<file path="src/sv/shbe_pkg.sv">
// package: shared types, constants and arithmetic helpers of the sh basis evaluator
`timescale 1ns / 1ps
`default_nettype none
package shbe_pkg;

  localparam int unsigned MaxBandLimit = 4;
  localparam int unsigned FracBits     = 14;
  localparam int unsigned NumCoeff     = 25;
  localparam int unsigned BandW        = 3;
  localparam int unsigned IdxW         = 5;
  localparam logic [BandW-1:0] MaxBandReset = 3'd2;

  typedef struct packed {
    logic signed [15:0] dir_x;
    logic signed [15:0] dir_y;
    logic signed [15:0] dir_z;
  } shbe_in_t;

  typedef struct packed {
    logic [2:0]         band_l;
    logic signed [3:0]  order_m;
    logic [4:0]         coeff_index;
    logic signed [15:0] basis_value;
    logic               last;
  } shbe_out_t;

  // direction plus the band limit that was in force when it was taken
  typedef struct packed {
    shbe_in_t          dir;
    logic [BandW-1:0]  band;
  } shbe_job_t;

  // clamp a 64-bit value to 32 bits
  function automatic logic signed [31:0] sat32(input logic signed [63:0] v);
    logic signed [63:0] hi;
    logic signed [63:0] lo;
    begin
      hi = 64'sd2147483647;
      lo = -64'sd2147483648;
      if (v > hi) sat32 = 32'sh7fffffff;
      else if (v < lo) sat32 = 32'sh80000000;
      else sat32 = v[31:0];
    end
  endfunction

  // l*(l+1)+m -> band
  function automatic logic [BandW-1:0] idx_band(input logic [IdxW-1:0] i);
    begin
      if (i == 5'd0) idx_band = 3'd0;
      else if (i < 5'd4) idx_band = 3'd1;
      else if (i < 5'd9) idx_band = 3'd2;
      else if (i < 5'd16) idx_band = 3'd3;
      else idx_band = 3'd4;
    end
  endfunction

  // per-index scale constant in millionths
  function automatic logic signed [22:0] idx_k(input logic [IdxW-1:0] i);
    begin
      case (i)
        5'd0:  idx_k = 23'sd282095;
        5'd1:  idx_k = -23'sd488603;
        5'd2:  idx_k = 23'sd488603;
        5'd3:  idx_k = -23'sd488603;
        5'd4:  idx_k = 23'sd1092548;
        5'd5:  idx_k = -23'sd1092548;
        5'd6:  idx_k = 23'sd315392;
        5'd7:  idx_k = -23'sd1092548;
        5'd8:  idx_k = 23'sd546274;
        5'd9:  idx_k = -23'sd590044;
        5'd10: idx_k = 23'sd2890611;
        5'd11: idx_k = -23'sd457046;
        5'd12: idx_k = 23'sd373176;
        5'd13: idx_k = -23'sd457046;
        5'd14: idx_k = 23'sd1445306;
        5'd15: idx_k = -23'sd590044;
        5'd16: idx_k = 23'sd2503343;
        5'd17: idx_k = -23'sd1770131;
        5'd18: idx_k = 23'sd946175;
        5'd19: idx_k = -23'sd669047;
        5'd20: idx_k = 23'sd105786;
        5'd21: idx_k = -23'sd669047;
        5'd22: idx_k = 23'sd473087;
        5'd23: idx_k = -23'sd1770131;
        5'd24: idx_k = 23'sd625836;
        default: idx_k = 23'sd0;
      endcase
    end
  endfunction

endpackage
`default_nettype wire

</file>
<file path="src/sv/shbe_front.sv">
// front end: takes directions, tags them with the clamped band limit, queues them
`timescale 1ns / 1ps
`default_nettype none
module shbe_front #(
  parameter int unsigned MAX_BAND_LIMIT = shbe_pkg::MaxBandLimit,
  parameter int unsigned DEPTH          = 2
) (
  input  wire logic                clk_i,
  input  wire logic                rst_ni,
  input  wire logic                in_valid_i,
  output logic                     in_stall_o,
  input  wire shbe_pkg::shbe_in_t  in_data_i,
  input  wire logic [2:0]          max_band_i,
  output logic                     job_valid_o,
  input  wire logic                job_take_i,
  output shbe_pkg::shbe_job_t      job_o
);
  localparam int unsigned PtrW = (DEPTH > 1) ? $clog2(DEPTH) : 1;
  localparam logic [2:0] LimW = 3'(MAX_BAND_LIMIT);

  shbe_pkg::shbe_job_t fifo_q [DEPTH];
  logic [PtrW-1:0] wr_q, rd_q;
  logic [PtrW:0]   cnt_q;
  logic push, pop;
  shbe_pkg::shbe_job_t job_new;

  assign in_stall_o  = (cnt_q == (PtrW+1)'(DEPTH));
  assign push        = in_valid_i && !in_stall_o;
  assign job_valid_o = (cnt_q != '0);
  assign pop         = job_valid_o && job_take_i;
  assign job_o       = fifo_q[rd_q];

  always_comb begin
    job_new.dir  = in_data_i;
    job_new.band = (max_band_i > LimW) ? LimW : max_band_i;
  end

  always_ff @(posedge clk_i or negedge rst_ni) begin
    if (!rst_ni) begin
      wr_q  <= '0;
      rd_q  <= '0;
      cnt_q <= '0;
    end else begin
      if (push) wr_q <= (wr_q == PtrW'(DEPTH-1)) ? '0 : wr_q + 1'b1;
      if (pop)  rd_q <= (rd_q == PtrW'(DEPTH-1)) ? '0 : rd_q + 1'b1;
      cnt_q <= cnt_q + (PtrW+1)'(push) - (PtrW+1)'(pop);
    end
  end

  always_ff @(posedge clk_i) begin
    if (push) fifo_q[wr_q] <= job_new;
  end

`ifndef SYNTHESIS
  a_no_overflow: assert property (@(posedge clk_i) disable iff (!rst_ni)
    cnt_q <= (PtrW+1)'(DEPTH)) else $error("queue overflow");
  a_full_stalls: assert property (@(posedge clk_i) disable iff (!rst_ni)
    (cnt_q == (PtrW+1)'(DEPTH)) |-> in_stall_o) else $error("full queue not stalling");
  a_band_clamped: assert property (@(posedge clk_i) disable iff (!rst_ni)
    job_valid_o |-> job_o.band <= LimW) else $error("band above limit");
`endif
endmodule
`default_nettype wire

</file>
<file path="config.mk">
export PLATFORM = sky130hd
export DESIGN_NAME = shbe_front
export DESIGN_NICKNAME = d
export VERILOG_FILES = /design/src/sv/shbe_pkg.sv /design/src/sv/shbe_front.sv
export SDC_FILE = /design/constraint.sdc
export NUM_CORES = 1
export LEC_CHECK = 0
export BUFFER_PORTS_ARGS = -buffer_cell sky130_fd_sc_hd__buf_2
export CAP_MARGIN = 20
export CORE_UTILIZATION = 37
export CTS_CLUSTER_SIZE = 14
export DETAILED_ROUTE_END_ITERATION = 16
export PLACE_DENSITY = 0.65
export REMOVE_ABC_BUFFERS = 1
export SYNTH_ARGS = -nofsm -noshare
export SYNTH_HDL_FRONTEND = slang
export SYNTH_SLANG_ARGS = --single-unit
</file>
<file path="constraint.sdc">
create_clock -name clk_i -period 4.5 [get_ports clk_i]
set_input_delay 0.9 -clock clk_i [delete_from_list [all_inputs] [get_ports clk_i]]
set_output_delay 0.9 -clock clk_i [all_outputs]
set_load 0.05 [all_outputs]
</file>
==> out/metrics.yaml, run 1 <==
status:
  status: "finished, final reports clean"
worst_setup_path:
  reg2regPathDepth: 4
  critical_path.startpoint_type: "register"
  r2r_start: "cnt_q[1]$_DFF_PN0_"
  crit_path_top_delay_cell: "dfrtp_4"
  crit_end: "job_o[32]"
  reg2reg_slack_ns: 2.40
  timing.rr.end: "fifo_q[0][9]$_DFFE_PP_"
  setup.worst_path.end_class: "output pin"
  crit_required_ns: 3.60
  crit_start: "rd_q$_DFFE_PN0P_"
  crit_fanout: 52
  worstPathCellList: "mux2_2 > buf_2"
  slowest_delay_ns: 1.08
  arrival_ns: 2.09
  critical_path_class: "reg -> out"
pwr:
  pwr-share-comb_pct: 43.3
  p_total_mw: 3.700
  power_density_nw_per_um2: 745.9
  switching_power_mw: 1.539
  p_clk_share_pct: 15.2
  max-vdd-ir-drop_uv: 417.1
  p_int_mw: 2.161
  pwr-share-seq_pct: 41.5
  p_leak_nw: 1.989
  netSwitchingFraction_pct: 41.59
floorplan:
  die_y_um: 107.4
  die_w_um: 107.4
  num_rows: 38
  pin_count: 108
  initial_utilization_pct: 37.89
  die-area_um2: 11530
  fp.coreArea_um2: 10840
sta:
  fin_setup_tns_ns: 0
  hold_viol: 0
  slew_headroom_pct: 35.07
  grt_setup_unrepaired: "no"
  max_freq_mhz: 333.9
  post-route-period-util_pct: 66.55
  worst_slew_pin_slew_ns: 0.9739
  hold_slack_ns: 0.3208
  finalSetupViolations: 0
  final_max_slew_viol_count: 0
  period_needed_ns: 2.995
  setup_ws_ns: 1.505
  fin_skew_ns: 0.009639
routing:
  wl_mm: 6.290
  viasPerCell: 4.379
  dr_total_vias: 1918
  route.detailed.drc: 0
  dr.first_iter.drc_count: 47
  wl_per_cell_um: 14.36
  ant_nets: 0
  dr.pass1.iters: 4
logic_synthesis:
  muxShareOfSynthArea_pct: 18.46
  synth_top_family_by_area: "multiplexers"
  syn_area_um2: 4108
  synth-compound-area-share_pct: 0
  postSynthCellCount: 180
  synth_fa_ha_area_share_pct: 0.6092
  synthArstFlopShare_pct: 3.774
  synth_top_cell_area_share_pct: 74.57
  synth_seq_cells: 106
  synth_edf_count: 102
  yosysTopAreaCell: "edfxtp_1"
  netlist_top_cells_count: "102 x edfxtp_1, 49 x mux2_4, 6 x buf_6"
  seq_area_frac_synth_pct: 77.00
  ys_types: 17
  synth_flop_cell: "edfxtp_1"
  yosys_warnings: 0
  synth_xor_area_share_pct: 0.8529
  synthTopCellsByArea: "edfxtp_1 75%, mux2_4 18%, dfrtp_1 2.4%, buf_6 1.6%, xnor2_1 0.64%"
  synth-simple-area-share_pct: 1.157
  syn_area_per_cell_um2: 22.82
  yosysMostFrequentCell: "edfxtp_1"
finish:
  fin_area_um2: 4961
  drive_above_1_share_pct: 59.40
  n_fill_cell: 980
  nets: 350
  postLayoutCoreUtil_pct: 45.76
  area_growth_syn_to_layout_pct: 20.77
  diodes: 0
  stdcell_count: 438
clocking:
  holdBufCountCts: 0
  cts_inserted_buffers: 9
  ctsRootBufferMaster: "clkbuf_8"
  clk_pin_slew_ns: 0.09
  tritoncts: "built"
  cts_sinks: 106
  cts_resized: 0
  clk_path_buf_depth: 2
  post_cts_buffers: 0
  clkLatencyLatePin_ns: 0.37
  htreeDepth: 3
grt:
  grt_pass1_vias: 1968
  grt_start_max_net_pins: 53
  grt_usage_pct: 11.47
  antenna_found_initial: 0
  overflow: 0
  grt_pass1_wl_mm: 9.577
placement:
  dp.cells: 422
  place.gp.congestion: 0.6324
  dpl.hpwl_mm: 4.055
  port_buffers: 107
  place_ws_ns: 1.866
  place_area_um2: 4775
run:
  drv_cap: 0
worst_hold_path:
  min_path_type: "in -> async"
[sequential cells by signal, summed over array words and instances (netlist names)]
register,flops
fifo_q,102
cnt_q,2
rd_q,1
wr_q,1
[worst min path at each step]
stage,start,end,slack [ns]
2_1_floorplan,cnt_q[1]$_DFF_PN0_,cnt_q[1]$_DFF_PN0_,0.46
3_3_place_gp,cnt_q[1]$_DFF_PN0_,cnt_q[1]$_DFF_PN0_,0.48
3_5_place_dp,cnt_q[1]$_DFF_PN0_,cnt_q[1]$_DFF_PN0_,0.49
4_1_cts,rst_ni,rd_q$_DFFE_PN0P_,0.30
5_1_grt,rst_ni,rd_q$_DFFE_PN0P_,0.30
6_report,rst_ni,rd_q$_DFFE_PN0P_,0.32
[cells by family (layout without fill, tap and decap cells)]
logic type    Yosys count  after routing
simple gates            8              8
buf+inv                 9            127
fa+ha+maj               2              2
mux                    51             51
flops                 106            106
xor+xnor                4              4
[critical path, delay by kind of cell, from the launching register on]
family / cells / cell delay [ns]
mux: 1 / 0.41
flops: 1 / 1.08
buf+inv: 1 / 0.21
[power groups by stage]
stage / Clock, mW / Combinational [mW] / Sequential, mW
global route: 0.613 / 1.68 / 1.57
CTS: 0.581 / 1.63 / 1.54
detailed placement: 0 / 1.63 / 1.57
floorplan: 0 / 1.37 / 1.52
global placement: 0 / 1.62 / 1.55
finish: 0.562 / 1.60 / 1.54
[final cells by class]
type | instances | area [µm²] | share of cell area [%]
repair buffers | 109 | 550.5 | 11.10
flip-flops and latches | 106 | 3167 | 63.83
clock inverters | 5 | 55.05 | 1.110
well taps | 140 | 175.2 | 3.531
inverters | 2 | 7.507 | 0.1513
clock buffers | 11 | 131.4 | 2.648
multi-input cells | 65 | 874.6 | 17.63
[metal layers]
| layer | global-route usage (%) | part of all wire (%) | vias to the layer above |
|---|---|---|---|
| met1 | 12.77 | 41 | 916 |
| met2 | 19.08 | 50 | 66 |
| met3 | 3.874 | 5.7 | 11 |
| met5 | 0 | 0 | - |
| met4 | 6.751 | 2.4 | 0 |
| li1 | - | - | 925 |
[cell usage in the layout, fill, tap and decap left out]
cell and instances:
edfxtp_1 102, bufinv_16 1, inv_1 2, clkinvlp_4 1, and2_4 1, ha_1 2
nor2_4 1, clkbuf_8 9, xor2_1 1, nor2b_1 2, buf_2 107, clkinv_2 1
nand2b_1 1, nand2_1 1, mux2_2 2, mux2_4 49, and3_2 1, xnor2_1 3
or2_1 1, clkbuf_1 2, clkinv_4 1, dfrtp_4 1, clkinv_1 1, buf_4 2
dfrtp_1 3
No activity file was read; power rests on OpenSTA's default activity.
==> run 2: changes to the inputs <==
- clock period: 4.5 -> 2.79 ns (I/O delays scaled with it)
==> run 2 against run 1 <==
Sequential power increased by 50%. Core utilization increased by 0.51 points. Worst setup slack got worse by 1.1 ns. Critical path depth increased by 1. Total power increased by 62%. Worst hold slack improved by 0.067 ns. Wire length decreased by 1.0%. Non-clock buffer count increased by 3. Global-route usage decreased by 0.17 points. Combinational power increased by 76%. Critical endpoint unchanged. Largest cell class unchanged.
==> out/metrics.yaml, run 2 (synthesized netlist as in run 1, its figures left out) <==
status:
  status: "finished, final reports clean"
floorplan:
  fp.coreArea_um2: 10840  # unchanged
  die-area_um2: 11530  # unchanged
  die_w_um: 107.4  # unchanged
  die_y_um: 107.4  # unchanged
  pin_count: 108  # unchanged
  initial_utilization_pct: 37.89  # unchanged
  num_rows: 38  # unchanged
placement:
  place.gp.congestion: 0.6216  # -1.7%
  dpl.hpwl_mm: 4.138  # +2.0%
  place_ws_ns: 0.7966  # -1.070 ns
  port_buffers: 107  # unchanged
  place_area_um2: 4827  # +1.1%
grt:
  overflow: 0  # unchanged
  grt_pass1_vias: 1999  # +1.6%
  antenna_found_initial: 0  # unchanged
  grt_usage_pct: 11.30  # -0.17 points
  grt_start_max_net_pins: 52  # -1.9%
  grt-busiest-layer: "met2"
  met2_usage_pct: 19.72  # +0.65 points
  grtUsageMet1_pct: 12.06  # -0.71 points
  gr-usage-met3_pct: 3.511  # -0.36 points
  grt_pass1_wl_mm: 9.528  # -0.51%
finish:
  reg_top3: "fifo_q (102), cnt_q (2)"
  fin_area_um2: 5016  # +1.1%
  top_register: "fifo_q"
  final_common_cell: "buf_2"
  area_growth_syn_to_layout_pct: 22.11
  largest_reg_flops: 102  # unchanged
  layout_common_cells: "107 x buf_2, 102 x edfxtp_1, 49 x mux2_4"
  nets: 353  # +0.86%
  diodes: 0  # unchanged
  drive_above_1_share_pct: 59.14  # -0.26 points
sta:
  period_needed_ns: 2.367
  finalSetupViolations: 0  # unchanged
  slew_headroom_pct: 56.83  # +22 points
  post-route-period-util_pct: 84.84
  max_freq_mhz: 422.5
  setup_ws_ns: 0.4229  # -1.083 ns
  worst_slew_pin_slew_ns: 0.6475  # -0.3264 ns
  final_max_slew_viol_count: 0  # unchanged
  fin_skew_ns: 0.007937  # -0.001702 ns
  grt_setup_unrepaired: "no"
  hold_viol: 0  # unchanged
worst_setup_path:
  r2r_start: "cnt_q[1]$_DFF_PN0_"
  arrival_ns: 1.81  # -0.28 ns
  setup.worst_path.end_class: "output pin"
  crit_path_top_delay_cell: "dfrtp_4"
  reg2regPathDepth: 3  # -1
  crit_required_ns: 2.23  # -1.37 ns
  reg2reg_slack_ns: 1.06  # -1.34 ns
  critical_path_class: "reg -> out"
  critical_path.startpoint_type: "register"
  crit_fanout: 16  # -69%
  crit_start: "rd_q$_DFFE_PN0P_"
  slowest_delay_ns: 0.54  # -0.54 ns
  worstPathCellList: "buf_4 > mux2_2 > buf_2"
  timing.rr.end: "fifo_q[1][26]$_DFFE_PP_"
clocking:
  htreeDepth: 3  # unchanged
  cts_inserted_buffers: 9  # unchanged
  cts_sinks: 106  # unchanged
  clk_pin_slew_ns: 0.09  # about the same
  post_cts_buffers: 0  # unchanged
  clk_path_buf_depth: 2  # unchanged
  ctsRootBufferMaster: "clkbuf_8"
  tritoncts: "built"
  clkLatencyLatePin_ns: 0.35  # -0.02 ns
routing:
  ant_nets: 0  # unchanged
  viasPerCell: 4.442  # +1.4%
  route.detailed.drc: 0  # unchanged
  dr.first_iter.drc_count: 54  # +15%
  dr.pass1.iters: 4  # unchanged
  wl_per_cell_um: 14.12  # -1.7%
  dr_total_vias: 1959  # +2.1%
  wl_mm: 6.227  # -1.0%
run:
  drv_cap: 0  # unchanged
worst_hold_path:
  hold_start: "in_data_i[42]"
  min_path_type: "in -> reg"
  hold_end: "fifo_q[1][45]$_DFFE_PP_"
  hold_path_depth: 1
pwr:
  max-vdd-ir-drop_uv: 611.4  # +47%
  p_leak_nw: 2.015  # +1.3%
  power_density_nw_per_um2: 1196  # +60%
==> run 2: critical path: cells and delay by family, from the launching register on <==
family   cells  cell delay, ns
flops        1            0.54
buf+inv      2            0.54
mux          1            0.37
==> run 2: area by class of cell <==
class | count | area (µm²)
flip-flops and latches | 106 | 3167
fillers | 960 | 5824
clock buffers | 13 | 138.9
clock inverters | 3 | 40.04
multi-input cells | 65 | 874.6
repair buffers | 112 | 613.1
inverters | 2 | 7.507
well taps | 140 | 175.2
==> run 2: through the flow <==
step	power [mW]	util [%]	TNS (ns)	hold slack [ns]	cells
after global routing	6.275	46.27	0	0.3630	441
after detailed placement	5.213	44.53	0	0.3687	424
after floorplan	4.662	-	-34.79	0.2624	173
final	5.997	46.27	0	0.3883	441
after global placement	5.180	44.53	0	0.3702	424
after CTS	6.095	46.27	0	0.3611	441
==> run 2: worst max path at each step <==
stage / to / slack, ns
4_1_cts: job_o[33] / 0.39
3_3_place_gp: job_o[33] / 0.80
5_1_grt: job_o[33] / 0.36
2_1_floorplan: fifo_q[0][0]$_DFFE_PP_ / -0.46
6_report: job_o[32] / 0.42
3_5_place_dp: job_o[33] / 0.80
==> run 2: what timing repair did <==
action	in CTS	in global routing
hold endpoints to repair	4	0
hold buffers	1	0
gates resized for setup	0	0
==> run 2: where the power goes <==
part           internal [mW]  switching, mW  total (mW)
clock                  0.414          0.462       0.877
combinational          0.934           1.88        2.81
sequential              2.18          0.125        2.31
total                   3.53           2.47        6.00
==> run 2: routing by layer <==
metal  vias up  wire length [µm]
met4         0               130
met3         9               373
met1       957              2533
met5         -                 0
met2        64              3190
li1        929                 -
